`src/rtl/fdss_pkg.sv`:
```
// Shared types, constants and the segment decode for the four-digit
// seven-segment scanner. No dependencies.
package fdss_pkg;

  // Request kinds carried in tuser
  typedef enum logic [1:0] {
    CMD_LOAD  = 2'd0,
    CMD_SCAN  = 2'd1,
    CMD_BLINK = 2'd2
  } cmd_e;

  localparam logic [6:0] BLINK_HALF   = 7'd33;
  localparam logic [6:0] BLINK_PERIOD = 7'd66;
  localparam logic [7:0] VALUE_MAX    = 8'd99;
  localparam logic [7:0] POINT_MASK   = 8'h80;

  // Decoded request handed from the input stage to the display state
  typedef struct packed {
    logic       valid;
    cmd_e       cmd;
    logic [3:0] left_tens;
    logic [3:0] left_ones;
    logic [3:0] right_tens;
    logic [3:0] right_ones;
  } disp_req_t;

  // Segments a..g in bits 0..6; codes above 9 stay dark
  function automatic logic [7:0] seg_decode(input logic [3:0] digit);
    logic [7:0] pattern;
    case (digit)
      4'd0:    pattern = 8'h3F;
      4'd1:    pattern = 8'h06;
      4'd2:    pattern = 8'h5B;
      4'd3:    pattern = 8'h4F;
      4'd4:    pattern = 8'h66;
      4'd5:    pattern = 8'h6D;
      4'd6:    pattern = 8'h7D;
      4'd7:    pattern = 8'h07;
      4'd8:    pattern = 8'h7F;
      4'd9:    pattern = 8'h6F;
      default: pattern = 8'h00;
    endcase
    return pattern;
  endfunction

endpackage

```
`src/rtl/fdss_split.sv`:
```
// Clamps one 8-bit value to 99 and splits it into tens and ones digits.
// Uses fdss_pkg for the clamp limit.
module fdss_split (
  input  logic [7:0] value_i,
  output logic [3:0] tens_o,
  output logic [3:0] ones_o
);

  logic [6:0]  sat;
  logic [14:0] prod;
  logic [6:0]  tens_x10;

  // After the clamp the value fits in 7 bits
  assign sat = (value_i > fdss_pkg::VALUE_MAX) ? fdss_pkg::VALUE_MAX[6:0] : value_i[6:0];

  // v / 10 == (v * 205) >> 11 for every v up to 99
  assign prod     = {8'd0, sat} * 15'd205;
  assign tens_o   = prod[14:11];
  assign tens_x10 = {tens_o, 3'd0} + {2'd0, tens_o, 1'b0};
  assign ones_o   = 4'(sat - tens_x10);

endmodule

```
`src/rtl/fdss_disp.sv`:
```
// Display state: digit store, scan phase, blink counter and the registered
// segment and enable lines. Uses fdss_pkg for request type and decode.
module fdss_disp (
  input  logic                 clk_i,
  input  logic                 rst_ni,
  input  fdss_pkg::disp_req_t  req_i,
  output logic [7:0]           segment_lines_o,
  output logic [3:0]           digit_enable_n_o
);

  logic [3:0] digit_q [4];
  logic [1:0] scan_phase_q, scan_phase_d;
  logic [6:0] blink_count_q, blink_count_d;
  logic       point_on_q, point_on_d;
  logic [7:0] segment_q, segment_d;
  logic [3:0] enable_q, enable_d;
  logic [6:0] blink_inc;
  logic [1:0] slot;
  logic       do_load;

  assign slot      = ~scan_phase_q;
  assign blink_inc = blink_count_q + 7'd1;
  assign do_load   = req_i.valid && (req_i.cmd == fdss_pkg::CMD_LOAD);

  always_comb begin
    scan_phase_d  = scan_phase_q;
    blink_count_d = blink_count_q;
    point_on_d    = point_on_q;
    segment_d     = segment_q;
    enable_d      = enable_q;
    if (req_i.valid) begin
      case (req_i.cmd)
        fdss_pkg::CMD_SCAN: begin
          segment_d = fdss_pkg::seg_decode(digit_q[slot]);
          if (slot == 2'd1 && point_on_q) begin
            segment_d = segment_d | fdss_pkg::POINT_MASK;
          end
          enable_d     = ~(4'd1 << slot);
          scan_phase_d = scan_phase_q + 2'd1;
        end
        fdss_pkg::CMD_BLINK: begin
          blink_count_d = blink_inc;
          if (blink_inc == fdss_pkg::BLINK_HALF) begin
            point_on_d = 1'b0;
          end
          if (blink_inc == fdss_pkg::BLINK_PERIOD) begin
            point_on_d    = 1'b1;
            blink_count_d = 7'd0;
          end
        end
        default: ;
      endcase
    end
  end

  always_ff @(posedge clk_i or negedge rst_ni) begin
    if (!rst_ni) begin
      scan_phase_q  <= 2'd0;
      blink_count_q <= 7'd0;
      point_on_q    <= 1'b1;
      segment_q     <= 8'd0;
      enable_q      <= 4'hF;
      digit_q[0]    <= 4'd0;
      digit_q[1]    <= 4'd0;
      digit_q[2]    <= 4'd0;
      digit_q[3]    <= 4'd0;
    end else begin
      scan_phase_q  <= scan_phase_d;
      blink_count_q <= blink_count_d;
      point_on_q    <= point_on_d;
      segment_q     <= segment_d;
      enable_q      <= enable_d;
      if (do_load) begin
        digit_q[0] <= req_i.left_tens;
        digit_q[1] <= req_i.left_ones;
        digit_q[2] <= req_i.right_tens;
        digit_q[3] <= req_i.right_ones;
      end
    end
  end

  assign segment_lines_o  = segment_q;
  assign digit_enable_n_o = enable_q;

endmodule

```
`src/rtl/four_digit_seven_segment_scanner_core.sv`:
```
// Four-digit seven-segment scanner, top level.
// A request passes the input register and then the line register on its way to a response.
// Throughput: one request per cycle while the output is not stalled; the display state update is one short step.
// Reset: asynchronous, active low; digits clear to 0, point lit, all digits off.
// Depends on fdss_pkg, fdss_split and fdss_disp.
module four_digit_seven_segment_scanner_core (
  input  logic        clk_i,
  input  logic        rst_ni,
  input  logic        s_axis_tvalid,
  output logic        s_axis_tready,
  input  logic [15:0] s_axis_tdata,   // [7:0] left_value, [15:8] right_value
  input  logic [1:0]  s_axis_tuser,   // [1:0] cmd
  output logic        m_axis_tvalid,
  input  logic        m_axis_tready,
  output logic [15:0] m_axis_tdata    // [7:0] segment_lines, [11:8] digit_enable_n, rest 0
);

  logic                in_valid_q;
  fdss_pkg::cmd_e      cmd_q;
  logic [7:0]          left_q;
  logic [7:0]          right_q;
  logic                out_valid_q;
  logic                advance;
  fdss_pkg::disp_req_t req;
  logic [7:0]          segment_lines;
  logic [3:0]          digit_enable_n;

  // Move the held request on when the output slot is free or being taken
  assign advance       = !out_valid_q || m_axis_tready;
  assign s_axis_tready = !in_valid_q || advance;

  always_ff @(posedge clk_i or negedge rst_ni) begin
    if (!rst_ni) begin
      in_valid_q  <= 1'b0;
      out_valid_q <= 1'b0;
    end else begin
      if (s_axis_tready) begin
        in_valid_q <= s_axis_tvalid;
      end
      if (advance) begin
        out_valid_q <= in_valid_q;
      end
    end
  end

  always_ff @(posedge clk_i) begin
    if (s_axis_tready && s_axis_tvalid) begin
      cmd_q   <= fdss_pkg::cmd_e'(s_axis_tuser);
      left_q  <= s_axis_tdata[7:0];
      right_q <= s_axis_tdata[15:8];
    end
  end

  fdss_split u_split_left (
    .value_i (left_q),
    .tens_o  (req.left_tens),
    .ones_o  (req.left_ones)
  );

  fdss_split u_split_right (
    .value_i (right_q),
    .tens_o  (req.right_tens),
    .ones_o  (req.right_ones)
  );

  assign req.valid = in_valid_q && advance;
  assign req.cmd   = cmd_q;

  fdss_disp u_disp (
    .clk_i            (clk_i),
    .rst_ni           (rst_ni),
    .req_i            (req),
    .segment_lines_o  (segment_lines),
    .digit_enable_n_o (digit_enable_n)
  );

  // Lines only change when a request advances, so they hold while stalled
  assign m_axis_tvalid = out_valid_q;
  assign m_axis_tdata  = {4'd0, digit_enable_n, segment_lines};

`ifndef SYNTHESIS
  // At most one digit is ever lit
  assert property (@(posedge clk_i) disable iff (!rst_ni)
    (digit_enable_n == 4'hF) || $onehot(~digit_enable_n))
    else $error("more than one digit enabled");

  // The decimal point only shows on the ones digit of the left pair
  assert property (@(posedge clk_i) disable iff (!rst_ni)
    segment_lines[7] |-> (digit_enable_n == 4'b1101))
    else $error("decimal point on wrong digit");

  // A held request is not dropped while the output stalls
  assert property (@(posedge clk_i) disable iff (!rst_ni)
    (in_valid_q && !advance) |=> in_valid_q)
    else $error("held request lost");

  // A stalled response keeps its lines
  assert property (@(posedge clk_i) disable iff (!rst_ni)
    (out_valid_q && !m_axis_tready) |=> $stable(segment_lines) && $stable(digit_enable_n))
    else $error("lines changed under stall");
`endif

endmodule

```
`config.mk`:
```
export PLATFORM = sky130hd
export DESIGN_NAME = four_digit_seven_segment_scanner_core
export DESIGN_NICKNAME = d
export VERILOG_FILES = /design/src/rtl/fdss_pkg.sv /design/src/rtl/fdss_split.sv /design/src/rtl/fdss_disp.sv /design/src/rtl/four_digit_seven_segment_scanner_core.sv
export SDC_FILE = /design/constraint.sdc
export NUM_CORES = 1
export LEC_CHECK = 0
export BUFFER_PORTS_ARGS = -buffer_cell sky130_fd_sc_hd__buf_4
export CORE_MARGIN = 3
export CORE_UTILIZATION = 60
export DETAILED_ROUTE_END_ITERATION = 10
export PLACE_DENSITY = 0.8
export RECOVER_POWER = 50
export SLEW_MARGIN = 15
export SYNTH_ARGS = -nofsm -noshare
export SYNTH_HDL_FRONTEND = slang
export SYNTH_HIERARCHICAL = 1
export SYNTH_SLANG_ARGS = --single-unit
export TNS_END_PERCENT = 20
```
`constraint.sdc`:
```
create_clock -name clk_i -period 9.1 [get_ports clk_i]
set_input_delay 1.365 -clock clk_i [delete_from_list [all_inputs] [get_ports clk_i]]
set_output_delay 1.365 -clock clk_i [all_outputs]
set_load 0.02 [all_outputs]
```
# Word-level counts from Yosys, hierarchy flattened
# Memory sizes are Yosys's and may differ from the RTL's.
# Index checks and enable logic that the tools add are counted.
totals:
  output_inout_bits: 18
  mem_bits_ro: 112
  mem_count: 1
  in_bits: 22
  register_bits: 58
classes:
  n_mux: 9
  add_sub_neg: 6
  reduce_logical: 13
  multipliers: 2
  eq_ne: 5
  bitwise_logic: 3
  n_shift: 1
  n_lt_le_gt_ge: 3
mem_list:
  columns: ["name", "words", "width", "read_ports", "rd_ports_with_merged_regs", "write_ports", "line", "rtl"]
  rows:
  - ["(name not given)", 16, 7, 1, 0, 0, "fdss_pkg.sv:30", "case (digit)"]
ops:
  columns: ["cell", "n"]
  rows:
  - ["7-bit by 8-bit multiplier with 15-bit output (second input constant)", 2]
  - ["7-bit two-way mux", 3]
  - ["8-bit by 7-bit > comparator with 1-bit output (second input constant)", 2]
  - ["4-bit adder", 2]
  - ["4-bit binary-select mux with 2-bit select", 1]
  - ["4-bit two-way mux", 2]
  - ["8-bit two-way mux", 1]
  - ["4-bit subtractor", 2]
  - ["7-bit by 1-bit adder with 7-bit output (second input constant)", 1]
  - ["7-bit by 6-bit equality test with 1-bit output (second input constant)", 1]
  - ["7-bit equality test (second input constant)", 1]
  - ["2-bit by 1-bit equality test with 1-bit output (second input constant)", 2]
  - ["1-bit logical AND", 4]
  - ["4-bit inverter", 1]
  - ["2-bit AND reduction", 2]
  - ["1-bit by 2-bit left shift with 4-bit output (first input constant)", 1]
  - ["3-bit >= comparator (second input constant)", 1]
  - ["2-bit inverter with 3-bit output", 1]
  - ["3-bit AND reduction", 1]
  - ["2-bit by 1-bit adder with 2-bit output (second input constant)", 1]
  - ["2-bit equality test (second input constant)", 1]
  - ["1-bit logical NOT", 2]
  - ["2-bit logical NOT", 1]
  - ["1-bit logical OR", 2]
  - ["3 further kinds", 4]

# Logic depth before layout (Yosys ltp)
# Gate-level depths: netlist of the first run.
# An unclocked memory read counts as a cell.
depth:
  word_depth: 7
  ltp_mapped: 23
  mapped_depth_nobuf: 23

# Cells and area by module
# Netlist of the first run, hierarchy kept.
modules_own_cells:
  columns: ["mod", "cells_each", "instances", "area_per_inst_um2"]
  rows:
  - ["fdss_disp", 170, 1, 1936.9]
  - ["fdss_split (u_split_right)", 129, 1, 1088.5]
  - ["fdss_split (u_split_left)", 120, 1, 1047.3]
  - ["four_digit_seven_segment_scanner_core", 31, 1, 678.2]

# Worst setup path before layout of the first run
# Ideal clock, no wire load.
synth_path:
  path_kind: "register to register"
  start: "register right_q[3]"
  end: "register u_disp/digit_q[3] in the netlist's numbering"
  stages_incl_launch_ff: 21
  setup_time_ns: 0.128
  period_less_slack_ns: 5.005
  n_path_buf: 0
  t_arrival_ns: 4.877
  setup_slack_ns: 4.095
  cell_sequence: "edfxtp_1 -> nor3_2 -> inv_1 -> a31oi_2 -> and2_1 -> ha_1 -> ha_1 -> fa_1 -> inv_1 -> fa_1 -> inv_1 -> ha_1 -> nand3_1 -> nor3_1 -> nor2_1 -> o21ai_0 -> xnor2_1 -> ha_1 -> a221o_1 -> xnor3_1 -> mux2_1"
synth_rtl:
  columns: ["element", "line", "rtl"]
  rows:
  - ["from (decl)", "four_digit_seven_segment_scanner_core.sv:21", "logic [7:0] right_q;"]
  - ["from (signal assigned)", "four_digit_seven_segment_scanner_core.sv:50", "right_q <= s_axis_tdata[15:8];"]
  - ["to (decl)", "fdss_disp.sv:11", "logic [3:0] digit_q [4];"]

==> metrics.txt, run 1 <==
status=finished, violations left; failing checks=max-capacitance violations, max-slew violations; post-layout power=1.29 mW; grt ovf=0; Final ANT Viol Nets=0; Critical Path End Type=flop; Ys Warns=6; post-synth cell types=65; first-pass GRT wire length=14200 um; I/O Buffers=35; # IOs=40; Post-layout nets=605; syn avg cell area=10.6 um2; DRT Pass-1 Iters=4; Final Setup Violations=0; CP Launch Type=flop; sequential share of the synthesized area=32.6%; Die Y=95.0 um; minimum clock period=5390 ps; Core ar.=7450 um2; CP Data Arrival Time=5590 ps; reg2reg setup slack=3710 ps; Worst Path Required=9310 ps; Avg WL per Cell=14.2 um; Tightest Pin Transition=2070 ps; final period utilization=59.2%; Synth top cells by count=ha_1 (79), inv_1 (57), dfrtp_1 (35), nand2_1 (35); register bit total from synthesis=58; initial antenna violation count=0; worst skew pair latency=330 ps; top-area cell type share of the netlist area=20.8%; layout cells sized above 1=16.0%; clock buffer depth=2; Reg2Reg Depth=22; worst hold path class=flop to flop; kind of critical path=flop to flop; Antenna diodes=0; clk sink count=58; drt total wl=8430 um; row count=31; post-CTS setup repair buffer count=0; Remaining DRCs=0; hpwl dp=6790 um; Root Driver=clkbuf_8; skew final=9.03 ps; # hold bufs at CTS=0; cts repair resizes=0; gr usage total=20.5%; Setup TNS=0 ps; ys async rst share=69.0%; Most used DFF post-synth=dfrtp_1; most frequent cell after synthesis=ha_1; pins over their slew limit=41; Yosys top cell by area=ha_1; CP Max Fanout=7; ranking of synthesized cells by area=ha_1 (21%), dfrtp_1 (18%), edfxtp_1 (11%); Hold Path Depth=2; DIE WIDTH=95.0 um; Max Cap Viol=1; VDD IR max=0.000178 V; Layout area overhead=10.7%; DP Worst Slack=3710 ps; initial detailed-routing violation count=107; Hold Vio Cnt, Final=0; clock buffer count from CTS=9; Clock transition at path regs=60 ps; htree depth=3; post-route cell area=5260 um2; number of global-route vias before repair=3276; Cells after Synth=450; via count=3246; die area=9020 um2; EDFF count, synth=18; PD cells=246 nW/um2; Max-Slew Margin vs Limit=-38.0%; fmax=0.186 GHz; RSZ-0062 raised after global routing=no; Starting Density=63.8%; gpl congestion=0.871; post-place instance area=5090 um2; pin count of the biggest net entering global routing=41; Vias/cell=5.48; P_leak=2.55 nW; Netlist Area Pre-Place=4750 um2; CTS tree=built; fin worst setup slack=3710 ps
[placed cells by master (no fill, tap or decap), types with 8 or more instances in the layout]
master and instances:
a21oi_1 16, xnor2_1 20, inv_1 57, nand2_1 35, edfxtp_1 18, ha_1 79, mux2_1 10, clkbuf_4 19
buf_4 15, fa_1 16, and2_1 8, dfrtp_1 35, o21ai_0 10, nor2_1 20, clkbuf_8 11
[per-layer routing]
layer | wire (um) | vias up | global-route usage (%)
li1 | - | 1628 | -
met1 | 3660 | 1515 | 24.4
met2 | 4110 | 79 | 35.5
met3 | 419 | 24 | 4.78
met4 | 246 | 0 | 8.41
met5 | 0 | - | 0
[area by class of cell]
| class | count | area, um2 |
|---|---|---|
| flip-flops and latches | 58 | 1550 |
| inverters | 58 | 218 |
| well taps | 99 | 124 |
| repair buffers | 35 | 259 |
| clock inverters | 4 | 26.3 |
| fillers | 551 | 2190 |
| clock buffers | 12 | 155 |
| multi-input cells | 326 | 2930 |
[sequential cells by signal, summed over array words and instances (netlist names), 2 cells and up]
| signal | cells |
|---|---|
| u_disp/digit_enable_n_o | 4 |
| right_q | 8 |
| left_q | 8 |
| u_disp/digit_q | 16 |
| u_disp/scan_phase_q | 2 |
| u_disp/segment_lines_o | 8 |
| cmd_q | 2 |
| u_disp/blink_count_q | 7 |
[worst paths after layout]
| kind | end | from |
|---|---|---|
| worst max-delay path | u_disp/digit_q[3] | right_q[3] |
| worst min-delay path | u_disp/digit_enable_n_o[2] | u_disp/digit_enable_n_o[2] |
| worst max register to register | u_disp/digit_q[3] | right_q[3] |
| worst min register to register | u_disp/digit_enable_n_o[2] | u_disp/digit_enable_n_o[2] |
| max in group asynchronous | u_disp/digit_q[8] | rst_ni |
| min in group asynchronous | u_disp/segment_lines_o[0] | rst_ni |
[critical path, cell delays in order, from the launching register on]
cell	delay [ps]
edfxtp_1	470
nor3_2	260
inv_1	80
a31oi_2	330
and2_1	210
ha_1	150
inv_1	50
fa_1	500
inv_1	40
ha_1	270
inv_1	50
fa_1	530
inv_1	40
ha_1	300
a21oi_1	70
o21ai_0	240
nor2_1	70
o21ai_0	190
xnor2_1	160
ha_1	290
a221o_1	360
xnor3_1	320
mux2_1	290
[metrics by stage]
stage | hold WS, ps | utilization [%] | instances
floorplan | 452 | - | 453
detailed placement | 476 | 68.3 | 576
global placement | 464 | 68.3 | 576
global route | 505 | 70.6 | 592
finish | 483 | 70.6 | 592
CTS | 486 | 70.8 | 592
[logic make-up (layout without fill, tap and decap cells)]
kind of cell               count (synthesis)  count (layout)  share of synthesized area (%)
AOI/OAI and AO/OA                         62              62                           9.22
xor gates and xnor gates                  27              27                           5.56
adders and majority gates                 95              95                           27.5
buffers and inverters                     69             109                           5.85
DFF                                       58              58                           32.6
muxes                                     25              25                           6.51
other                                      1               4                         0.0789
and+or+nand+nor                          113             113                           12.7
[power breakdown]
group          leakage [nW]  switching (mW)  internal [mW]
Combinational          1.81           0.352          0.310
Sequential            0.642          0.0674          0.353
Clock                0.0924          0.0978          0.113
Total                  2.55           0.517          0.777
No activity file was read; power rests on OpenSTA's default activity.
==> run 2, diff against run 1 <==
CORE_UTILIZATION = 55   (was 60)
PLACE_DENSITY = 0.77   (was 0.8)
clock period = 4.51 ns   (was 9.1 ns; I/O delays follow)
==> metrics.txt, run 2 (same netlist as run 1, synthesis figures left out) <==
status=finished, violations left; failing checks=max-capacitance violations, max-slew violations, negative setup slack; most frequent CP cell=inv_2; skew final=11.7 ps; Setup TNS=-432 ps; RSZ-0062 raised after global routing=yes; gpl congestion=0.870; fin worst setup slack=-249 ps; Final ANT Viol Nets=0; CP Launch Type=flop; Starting Density=57.2%; Layout area overhead=26.2%; Worst Path Buf+Inv=5; CP Max Fanout=3; Post-layout nets=665; CP Cell Sequence=nor3_2 > inv_1 > a31oi_4 > and2_4 > ha_4 > inv_2 > fa_1 > inv_1 > ha_1 > inv_2 > fa_1 > inv_2 > ha_4 > a21oi_2 > o21ai_2 > nor2_1 > o21ai_1 > xnor2_1 > ha_1 > a221o_1 > xnor3_1 > mux2_4; P_leak=2.86 nW; worst hold path class=flop to flop; post-place instance area=5550 um2; post-layout power=3.02 mW; via count=3540; initial antenna violation count=0; pins over their slew limit=41; CP max-delay cell=fa_1; Max-Slew Margin vs Limit=-39.4%; kind of critical path=flop to flop; max FFs per register=16; # IOs=40; Max Cap Viol=1; Antenna diodes=0; die area=9790 um2; Core ar.=8300 um2; Hold Vio Cnt, Final=0; htree depth=3; Die Y=98.9 um; VDD IR max=0.000249 V; placed instance count=632; Worst Hold Slack=484 ps; pin count of the biggest net entering global routing=41; Vias/cell=5.38; grt ovf=0; drt total wl=9520 um; Finished Layout Cells=658; Clock transition at path regs=70 ps; minimum clock period=4760 ps; I/O Buffers=35; DRT Pass-1 Iters=4; layout cells sized above 1=33.3%; Remaining DRCs=0; commonest non-fill, non-tap cell in the layout=buf_4; fmax=0.210 GHz; hpwl dp=7310 um; Root Driver=clkbuf_8; worst skew pair latency=340 ps; post-route cell area=5990 um2; CTS tree=built; PD cells=504 nW/um2; # hold bufs at CTS=0; clock buffer count from CTS=9; Worst Path Required=4730 ps; CP top delay family=adder cells; initial detailed-routing violation count=89; Final Setup Violations=4; CP max stage delay=550 ps; most frequent cells in the layout=buf_4 (74), ha_1 (66), inv_1 (51); number of global-route vias before repair=3624; Avg WL per Cell=14.5 um; Biggest register=u_disp/digit_q; Critical Path End Type=flop; row count=33; first-pass GRT wire length=15800 um; final period utilization=106%; clock buffer depth=2; Tightest Pin Transition=2090 ps; CP Data Arrival Time=4980 ps; gr usage total=19.9%; DIE WIDTH=98.9 um; clk sink count=58
==> run 2: changes by cell type in the layout (fill, tap and decap cells not counted), sizes merged <==
cell,change
buf,+60
bufinv,+1
clkbuf,-1
clkinvlp,-1
inv,+1
==> run 2: worst paths after layout <==
path                       cells after the start                       start  slack, ps                         end
setup / recovery                              22                  right_q[4]       -250           u_disp/digit_q[3]
hold / removal                                 2  u_disp/digit_enable_n_o[3]        480  u_disp/digit_enable_n_o[3]
setup reg to reg                              22                  right_q[4]       -250           u_disp/digit_q[3]
hold reg to reg                                2  u_disp/digit_enable_n_o[3]        480  u_disp/digit_enable_n_o[3]
max in group asynchronous                      1                      rst_ni       2370          u_disp/digit_q[12]
min in group asynchronous                      1                      rst_ni        940   u_disp/segment_lines_o[1]
==> run 2: power by group <==
group / leakage (nW) / internal (mW) / switching (mW)
clock network: 0.109 / 0.286 / 0.205
logic: 2.11 / 0.861 / 0.821
registers: 0.642 / 0.713 / 0.133
total: 2.86 / 1.86 / 1.16
==> run 2: timing repair <==
action / CTS / global route
gates resized for setup: 4 / 36
endpoints found under the setup margin: 3 / 7
pin swaps: 5 / 28
setup buffers: 5 / 5
endpoints found under the hold margin: 0 / 0
==> run 2: worst min-delay path, stage by stage, from the launching register on <==
cell     delay, ps
dfstp_2        370
nand2_1         40
o21ai_0         70
==> run 2: per-stage QoR <==
stage	utilization (%)	setup WS, ps
CTS	70.2	-235
global placement	66.9	-116
floorplan	-	-111
detailed placement	66.9	-294
finish	72.2	-249
global route	72.2	-426
==> run 2: cell type report <==
class / count / area, um2
multi-input combinational: 326 / 3180
fill: 561 / 2300
sequential: 58 / 1550
timing repair buffer: 95 / 713
inverter: 58 / 218
clock buffer: 11 / 153
tap: 105 / 131
clock inverter: 5 / 51.3
==> run 2: routing by layer <==
metal,up-vias,routed length (um),GRT usage (%)
met1,1712,3940,23.1
li1,1738,-,-
met3,19,335,4.10
met2,71,5050,35.7
met4,0,194,7.56
met5,-,0,0
